--- src/rtl/core/maw_pkg.sv ---
// maw_pkg: shared widths, codes and types for the moving average window block
// used by maw_div and moving_average_window; depends on nothing else
package maw_pkg;

    // field and register widths
    localparam int SAMPLE_W       = 32;
    localparam int SUM_W          = 42;
    localparam int CFG_W          = 11;
    localparam int AVG_W          = 32;

    // reset value of the window length register
    localparam logic [CFG_W-1:0] WINDOW_RESET = 11'd16;

    // default ring depth
    localparam int MAX_WINDOW_DEF = 1024;

    // request kinds carried on the input tuser bit
    localparam logic KIND_SAMPLE  = 1'b0;
    localparam logic KIND_RESTART = 1'b1;

    // divider status seen by the control sequencer
    typedef struct packed {
        logic busy;
        logic done;
    } t_div_stat;

endpackage

--- src/rtl/core/maw_div.sv ---
// maw_div: bit-serial restoring divider, one quotient bit per cycle
// depends on maw_pkg for the status struct
module maw_div
    import maw_pkg::*;
#(
    parameter int NUM_W = 44,
    parameter int DEN_W = 12
) (
    input  logic             i_clk,
    input  logic             i_rst_n,
    input  logic             i_start,
    input  logic [NUM_W-1:0] i_num,
    input  logic [DEN_W-1:0] i_den,
    output t_div_stat        o_stat,
    output logic [NUM_W-1:0] o_quot
);

    localparam int CW = $clog2(NUM_W + 1);

    logic [NUM_W-1:0] r_num;
    logic [DEN_W-1:0] r_den;
    logic [DEN_W-1:0] r_rem;
    logic [CW-1:0]    r_cnt;
    logic             r_busy;
    logic             r_done;

    logic [DEN_W:0]   w_rem_sh;
    logic [DEN_W:0]   w_diff;
    logic             w_ge;

    // one restoring step: shift in next numerator bit, try subtract
    always_comb begin
        w_rem_sh = {r_rem, r_num[NUM_W-1]};
        w_diff   = w_rem_sh - {1'b0, r_den};
        w_ge     = (w_rem_sh >= {1'b0, r_den});
    end

    // control: step counter and handshake flags
    always_ff @(posedge i_clk) begin
        if (!i_rst_n) begin
            r_busy <= 1'b0;
            r_done <= 1'b0;
            r_cnt  <= '0;
        end else begin
            r_done <= 1'b0;
            if (i_start) begin
                r_busy <= 1'b1;
                r_cnt  <= CW'(NUM_W);
            end else if (r_busy) begin
                r_cnt <= r_cnt - CW'(1);
                if (r_cnt == CW'(1)) begin
                    r_busy <= 1'b0;
                    r_done <= 1'b1;
                end
            end
        end
    end

    // datapath: numerator register collects quotient bits from the bottom
    always_ff @(posedge i_clk) begin
        if (i_start) begin
            r_num <= i_num;
            r_den <= i_den;
            r_rem <= '0;
        end else if (r_busy) begin
            r_num <= {r_num[NUM_W-2:0], w_ge};
            r_rem <= w_ge ? w_diff[DEN_W-1:0] : w_rem_sh[DEN_W-1:0];
        end
    end

    assign o_stat.busy = r_busy;
    assign o_stat.done = r_done;
    assign o_quot      = r_num;

endmodule

--- config.mk ---
export PLATFORM = sky130hd
export DESIGN_NAME = maw_div
export DESIGN_NICKNAME = d
export VERILOG_FILES = /design/src/rtl/core/maw_pkg.sv /design/src/rtl/core/maw_div.sv
export SDC_FILE = /design/constraint.sdc
export NUM_CORES = 1
export LEC_CHECK = 0
export ABC_CLOCK_PERIOD_IN_PS = 2700
export BUFFER_PORTS_ARGS = -buffer_cell sky130_fd_sc_hd__buf_2
export CORE_UTILIZATION = 50
export DETAILED_ROUTE_END_ITERATION = 8
export GPL_ROUTABILITY_DRIVEN = 0
export MAX_ROUTING_LAYER = met4
export PLACE_DENSITY = 0.81
export SYNTH_ARGS = -nofsm -noshare
export SYNTH_HDL_FRONTEND = slang
export SYNTH_SLANG_ARGS = --single-unit
--- constraint.sdc ---
create_clock -name i_clk -period 2.7 [get_ports i_clk]
set_clock_uncertainty 0.1 [all_clocks]
set_input_delay 0.27 -clock i_clk [delete_from_list [all_inputs] [get_ports i_clk]]
set_output_delay 0.27 -clock i_clk [all_outputs]
set_load 0.01 [all_outputs]
==> Yosys cells after proc, flatten, opt, wreduce, memory -nomap -nowiden <==
Cells that the tools add are included.
{ "op_classes": {"eq_ne": 1, "n_addsub": 2, "n_mux": 9, "n_bitwise": 2, "n_lt_le_gt_ge": 1, "n_reduce_logical": 3} }
{ "op_table": {"columns": ["operator", "count"], "rows": [
  ["2-to-1 mux 44 bit", 2],
  ["greater-or-equal comparator 13 x 12 -> 1 bit", 1],
  ["2-to-1 mux 12 bit", 1],
  ["2-to-1 mux 6 bit", 2],
  ["subtractor 12 bit", 1],
  ["== test 6 x 1 -> 1 bit, second input constant", 1],
  ["subtractor 6 x 1 -> 6 bit, second input constant", 1],
  ["2-to-1 mux 1 bit", 4],
  ["OR reduction 3 bit", 1],
  ["inverter 1 bit", 2],
  ["nonzero test 2 bit", 1],
  ["OR reduction 2 bit", 1]
]} }
{ "word_totals": {"out_inout_bits": 46, "register_bits": 76} }

==> Depth between registers and ports, before layout <==
Gate-level depths: netlist of run 1.
{ "depth": {"word_depth": 4, "mapped_depth": 10, "mapped_depth_nobuf": 9} }

==> Worst setup path before layout of run 1 <==
OpenSTA, ideal clock, no wires.
{ "synth_timing": {"path_type": "reg2reg", "startpoint": "register r_num[43], in the netlist o_quot[43]", "endpoint": "register r_rem[10]", "path_stages_with_launch": 10, "setup_slack_ns": 0.502, "arrival_ns": 2.024, "period_less_slack_ns": 2.198, "path_cell_list": "edfxtp_1 -> inv_1 -> ha_1 -> fa_1 -> nor2b_1 -> o21bai_1 -> a21boi_0 -> o221ai_1 -> xor2_1 -> o21ai_0"} }
{ "synth_between": {"elab_chain_len": 2} }
{ "synth_lines": {"columns": ["item", "line_no", "text"], "rows": [
  ["from (decl)", "maw_div.sv:20", "logic [NUM_W-1:0] r_num;"],
  ["from (signal assigned)", "maw_div.sv:62", "r_num <= i_num;"],
  ["from (signal assigned)", "maw_div.sv:66", "r_num <= {r_num[NUM_W-2:0], w_ge};"],
  ["subtractor 12 bit / greater-or-equal comparator 13 x 12 -> 1 bit (equally long branches)", "maw_div.sv:34, maw_div.sv:35", null],
  ["2-to-1 mux 12 bit *", "maw_div.sv:67", "r_rem <= w_ge ? w_diff[DEN_W-1:0] : w_rem_sh[DEN_W-1:0];"],
  ["to (signal assigned)", "maw_div.sv:67", null],
  ["to (decl)", "maw_div.sv:22", "logic [DEN_W-1:0] r_rem;"]
]} }
Every way passes the cells marked *; elsewhere a longest branch is shown, timed or not.
A chain may end at the register's enable or synchronous reset.

==> Worst setup path in the final report of run 1 <==
{ "layout_timing": {"startpoint": "register r_den[6]", "endpoint": "register r_rem[1]"} }
{ "layout_between": {"elab_chain_len": 2} }
{ "layout_lines": {"columns": ["item", "line_no", "text"], "rows": [
  ["from (decl)", "maw_div.sv:21", "logic [DEN_W-1:0] r_den;"],
  ["from (signal assigned)", "maw_div.sv:63", "r_den <= i_den;"],
  ["greater-or-equal comparator 13 x 12 -> 1 bit", "maw_div.sv:35", "w_ge = (w_rem_sh >= {1'b0, r_den});"],
  ["2-to-1 mux 12 bit", "maw_div.sv:67", null]
]} }
Every way passes these cells.

==> results of run 1 <==
[path summary, 6_finish.rpt]
path,endpoint,slack (ps),cells past startpoint
min,r_den[3],10,1
max,r_rem[1],210,8
min reg2reg,r_cnt[1],400,2
max reg2reg,r_rem[1],210,8
[sequential cells by signal (all words and copies together), names as in the netlist]
name    cells
r_cnt       6
o_quot     44
r_den      12
r_busy      1
r_rem      12
r_done      1
[power groups by stage]
| stage | registers [mW] | clock network, mW | logic [mW] |
|---|---|---|---|
| after floorplan | 1.50 | 0 | 0.338 |
| after global placement | 1.47 | 0 | 0.544 |
| after detailed placement | 1.47 | 0 | 0.560 |
| after CTS | 1.45 | 1.01 | 0.577 |
| after global routing | 1.46 | 1.06 | 0.635 |
| final | 1.45 | 1.00 | 0.578 |
[placed cells by master, fill, tap and decap left out, drive strengths merged, types with 4 or more instances in the layout]
cell type,count
inv,22
xnor2,7
nor2,24
clkbuf,9
a21o,4
or3,4
nor3,4
a211oi,4
nand2,23
edfxtp,56
a311oi,7
ha,14
buf,107
a21oi,10
dlygate4sd3,11
mux2,46
nand3,5
o21ai,10
dfxtp,20
a21boi,4
o21a,4
xor2,4
[through the flow]
step	hold WS, ps	util, %	power [mW]	instances
after detailed placement	349	60.0	2.03	495
after global placement	346	60.0	2.01	495
final	13.4	64.7	3.03	522
after CTS	5.15	64.7	3.04	522
after global routing	6.07	64.7	3.16	522
after floorplan	269	-	1.84	303
[cell usage after synthesis (2+ instances only)]
master	number	area, um^2
a31oi_1	3	18.8
o21ai_0	9	45.0
and3_1	2	12.5
xnor2_1	7	61.3
a41oi_1	2	17.5
nor4_1	2	12.5
a211oi_2	2	25.0
buf_2	3	15.0
a21o_2	2	17.5
nand3_1	5	25.0
a311oi_1	7	61.3
nor2_1	24	90.1
xor2_1	4	35.0
nor2b_1	3	18.8
o21a_1	4	30.0
a211oi_1	2	15.0
a21o_1	2	15.0
or3_1	3	18.8
buf_4	2	15.0
mux2_2	45	507
nor3_1	4	20.0
a21oi_1	9	45.0
dfxtp_1	20	400
ha_1	14	175
inv_1	18	67.6
nand2_1	23	86.3
edfxtp_1	56	1680
clkbuf_1	9	33.8
o31ai_2	2	25.0
a21boi_0	3	22.5
[layer usage]
metal | track usage (%) | wire, um
met2 | 34.9 | 3960
met5 | - | 0
met4 | 10.7 | 168
met1 | 27.7 | 3460
met3 | 4.20 | 472
[area by class of cell]
type | instances | area share, %
clock buffer | 9 | 2.64
clock inverter | 7 | 2.24
inverter | 18 | 1.44
multi-input combinational | 195 | 32.4
sequential | 76 | 44.4
tap | 99 | 2.64
timing repair buffer | 118 | 14.2
[worst max-delay path, delay by kind of cell (launching register included)]
kind            cells  cell delay, ps
compound gates      4             950
simple gates        1             180
flops               1             330
mux                 1             400
fa+ha+maj           1             410
buf+inv             1              40
[logic make-up (layout without fill, tap and decap cells)]
group | Yosys count | in the layout | synth area share [%]
multiplexers | 46 | 46 | 14.0
AND/OR/NAND/NOR | 68 | 68 | 8.15
buffers and inverters | 32 | 152 | 3.52
XOR/XNOR | 11 | 11 | 2.58
flip-flops | 76 | 76 | 55.8
AO/OA/AOI/OAI | 55 | 55 | 10.8
adder cells (fa/ha/maj) | 15 | 15 | 5.23
==> results.json, run 1 <==
{
  "worstSkewPairLatency_ps": 350,
  "num-fill-cells": 576,
  "synthToLayoutAreaGrowth_pct": 25.6,
  "crit_type": "reg2reg",
  "synth-seq-area-share_pct": 55.8,
  "fp.dieH_um": 88.4,
  "pwr-share-seq_pct": 47.9,
  "grt_pass1_wl_mm": 12.6,
  "dieArea_um2": 7810,
  "cts_setup_buffers": 0,
  "design_area_um2": 4690,
  "synth_cell_types": 42,
  "comb_power_share_pct": 19.1,
  "timing.rr.start": "r_den[6]",
  "dp_hpwl_mm": 5.62,
  "crit_top_cell": "o31ai_2",
  "synth_flop_cell": "edfxtp_1",
  "cp_slowest_cell": "a21oi_2",
  "drcViolationCount": 0,
  "ys_ff_latch": 76,
  "final.min_clock_period_ps": 2490,
  "io_pins": 105,
  "ir_worst_vdd_v": 0.000359,
  "detail-route-antenna-nets": 0,
  "setup_violations": 0,
  "avgSynthCellArea_um2": 12.3,
  "cap_violations": 0,
  "path_clk_slew_ps": 90,
  "numPortBuffers": 104,
  "worst_slack_ps": 210,
  "wl_per_cell_um": 15.4,
  "hp-start": "i_den[3]",
  "critical_path.cell_chain": "inv_1 > ha_1 > nand4_2 > a211oi_2 > o31ai_2 > a21oi_2 > mux2_2 > o31ai_2",
  "pre_cts_ws_ps": 233,
  "clock-sinks": 76,
  "syn_inst": 303,
  "grt_max_degree": 58,
  "end_kind": "flip-flop",
  "power_density_nw_per_um2": 646,
  "initial_utilization_pct": 51.5,
  "dieWidth_um": 88.4,
  "multi_input_area_um2": 1520,
  "tightest_slew_ps": 566,
  "wl_mm": 8.05,
  "dpl_cell_area_um2": 4350,
  "total_leakage_power_nw": 1.97,
  "yosysWarnings": 0,
  "p_clk_share_pct": 33.1,
  "crit_path_start_kind": "flip-flop",
  "overflow": 0,
  "grt_use_total_pct": 22.2,
  "drv_slew": 0,
  "synth-edff-count": 56,
  "placementRows": 31,
  "seq_area_um2": 2080,
  "status": "completed",
  "rsz0062_at_grt": "no",
  "drtIter0Drc": 177,
  "core-area_um2": 7250,
  "required_ps": 2870,
  "synth_nets": 377,
  "layout-drive-gt1-share_pct": 42.3,
  "arrival_ps": 2660,
  "diodes": 0,
  "nets": 492,
  "ctsResizeCount": 0,
  "dr_total_vias": 2789,
  "postCtsHoldBufs": 11,
  "switching_share_pct": 27.6,
  "synth_area_um2": 3730,
  "critPathLaunch": "r_den[6]",
  "cts_tree": "yes",
  "timing.slew.headroom_pct": 62.3,
  "grt_pass1_vias": 2732,
  "h-tree-depth": 3,
  "timing.fmax_mhz": 402,
  "crit_fanout": 10,
  "max_stage_delay_ps": 440,
  "numCtsBuffers": 9,
  "hold_viol": 0,
  "cts_root_buf": "clkbuf_8",
  "via_per_inst": 5.34,
  "final.period_utilization_pct": 92.2,
  "clockBufferDepth": 2,
  "hold_path_class": "in2reg",
  "first_pass_iters": 4,
  "p_sw_mw": 0.837,
  "async_flop_share_pct": 0,
  "internal_power_mw": 2.19,
  "grt_antenna_before_repair": 0,
  "setup_tns_ps": 0
}
Power figures use the tool's default switching activity.
==> run 2: changes to the inputs <==
==> constraint.sdc (replaced) <==
create_clock -name i_clk -period 2.7 [get_ports i_clk]
set_clock_uncertainty 0.1 [all_clocks]
set_input_delay 0 -clock i_clk [delete_from_list [all_inputs] [get_ports i_clk]]
set_output_delay 0 -clock i_clk [all_outputs]
set_load 0.01 [all_outputs]
==> run 2 against run 1 <==
  * Die area stayed put
  * Routed wire length is 19% higher
  * Maximum frequency decreased by 0.15%
  * Core utilization up 6.3 points
  * Critical path type unchanged
  * Largest cell class unchanged
==> results.json, run 2 (synthesis results as in run 1) <==
{
  "grt_antenna_before_repair": 0,
  "crit_type": "reg2reg",
  "placementRows": 31,
  "tightest_slew_ps": 834,
  "hp-start": "i_start",
  "layout-drive-gt1-share_pct": 38.2,
  "ctsResizeCount": 0,
  "hold_path_class": "in2reg",
  "grt_pass1_vias": 2988,
  "setup_tns_ps": 0,
  "wl_per_cell_um": 16.9,
  "largest_reg_flops": 44,
  "num-fill-cells": 468,
  "numPortBuffers": 104,
  "detail-route-antenna-nets": 0,
  "synthToLayoutAreaGrowth_pct": 37.8,
  "path_clk_slew_ps": 80,
  "first_pass_iters": 4,
  "initial_utilization_pct": 51.5,
  "crit_path_start_kind": "flip-flop",
  "dieWidth_um": 88.4,
  "end_kind": "flip-flop",
  "setup_violations": 0,
  "numCtsBuffers": 9,
  "clockBufferDepth": 2,
  "overflow": 0,
  "layout_commonest_cell": "buf_2",
  "final.period_utilization_pct": 92.4,
  "final.min_clock_period_ps": 2490,
  "required_ps": 2870,
  "fp.dieH_um": 88.4,
  "dr_total_vias": 3073,
  "crit_fanout": 10,
  "grt_use_total_pct": 26.8,
  "hold_viol": 0,
  "total_leakage_power_nw": 2.16,
  "core-area_um2": 7250,
  "fin_util_pct": 70.9,
  "worstSkewPairLatency_ps": 350,
  "clock-sinks": 76,
  "cap_violations": 0,
  "layout.cells.non_filler": 568,
  "dp_hpwl_mm": 5.71,
  "timing.rr.start": "r_den[6]",
  "diodes": 0,
  "io_pins": 105,
  "grt_max_degree": 68,
  "drcViolationCount": 0,
  "critPathLaunch": "r_den[6]",
  "cts_tree": "yes",
  "h-tree-depth": 3,
  "dieArea_um2": 7810,
  "nets": 538,
  "wl_mm": 9.62,
  "place_inst": 495,
  "timing.slew.headroom_pct": 44.4,
  "via_per_inst": 5.41,
  "drv_slew": 0,
  "power_density_nw_per_um2": 601,
  "arrival_ps": 2660,
  "status": "completed",
  "rsz0062_at_grt": "no",
  "cts_root_buf": "clkbuf_8",
  "hold_slack_ps": 51.7,
  "ir_worst_vdd_v": 0.000409,
  "drtIter0Drc": 198,
  "timing.fmax_mhz": 401,
  "grt_pass1_wl_mm": 14.8,
  "most-common-layout-cells": "buf_2, dlygate4sd3_1, edfxtp_1"
}
## run 2: changes by cell type in the layout (fill, tap and decap cells not counted)
cell / before / now
clkinv_2: 0 / 1
dlygate4sd3_1: 11 / 57
inv_8: 1 / 0
clkinv_4: 0 / 2
inv_6: 3 / 1
## run 2: power breakdown
part           switching [mW]  total (mW)  leakage (nW)  internal, mW
Clock                   0.459       0.984         0.110         0.525
Combinational           0.332       0.648          1.32         0.316
Sequential             0.0713        1.46         0.725          1.39
## run 2: final timing paths
path / end / slack, ps / cells past startpoint
min: r_cnt[3] / 50 / 3
min reg2reg: r_rem[6] / 420 / 2
max: r_rem[1] / 210 / 8
max reg2reg: r_rem[1] / 210 / 8
## run 2: layout make-up
cell class                      instances  area (um^2)  area share, %
Sequential cell                        76         2080           40.5
Inverter                               18         67.6           1.31
Timing Repair Buffer                  164         1130           21.9
Multi-Input combinational cell        195         1520           29.6
Clock inverter                          7         98.8           1.92
Clock buffer                            9          124           2.41
Tap cell                               99          124           2.41
## run 2: what timing repair did
item,in CTS,in global routing
hold endpoints to repair,64,0
hold buffers,57,0
setup buffers,0,0
## run 2: routing by layer
layer / wire (um) / share of wire [%] / track usage, %
met4: 182 / 1.9 / 9.24
met3: 558 / 5.8 / 7.09
met5: 0 / 0 / -
met2: 5040 / 52 / 43.6
met1: 3840 / 40 / 32.2
## run 2: per-stage QoR
step / area, um^2 / total power [mW] / worst slack, ps
final: 5140 / 3.09 / 206
after global routing: 5140 / 3.21 / 53.6
after CTS: 5140 / 3.06 / 214
after detailed placement: 4350 / 2.04 / 237
after global placement: 4350 / 2.01 / 330
after floorplan: 3730 / 1.84 / 502
## run 2: worst max-delay path, stage by stage, from the launching register on
cell	delay, ps
edfxtp_1	330
inv_1	50
ha_1	410
nand4_2	180
a211oi_2	210
o31ai_2	130
a21oi_2	440
mux2_2	400
o31ai_2	170
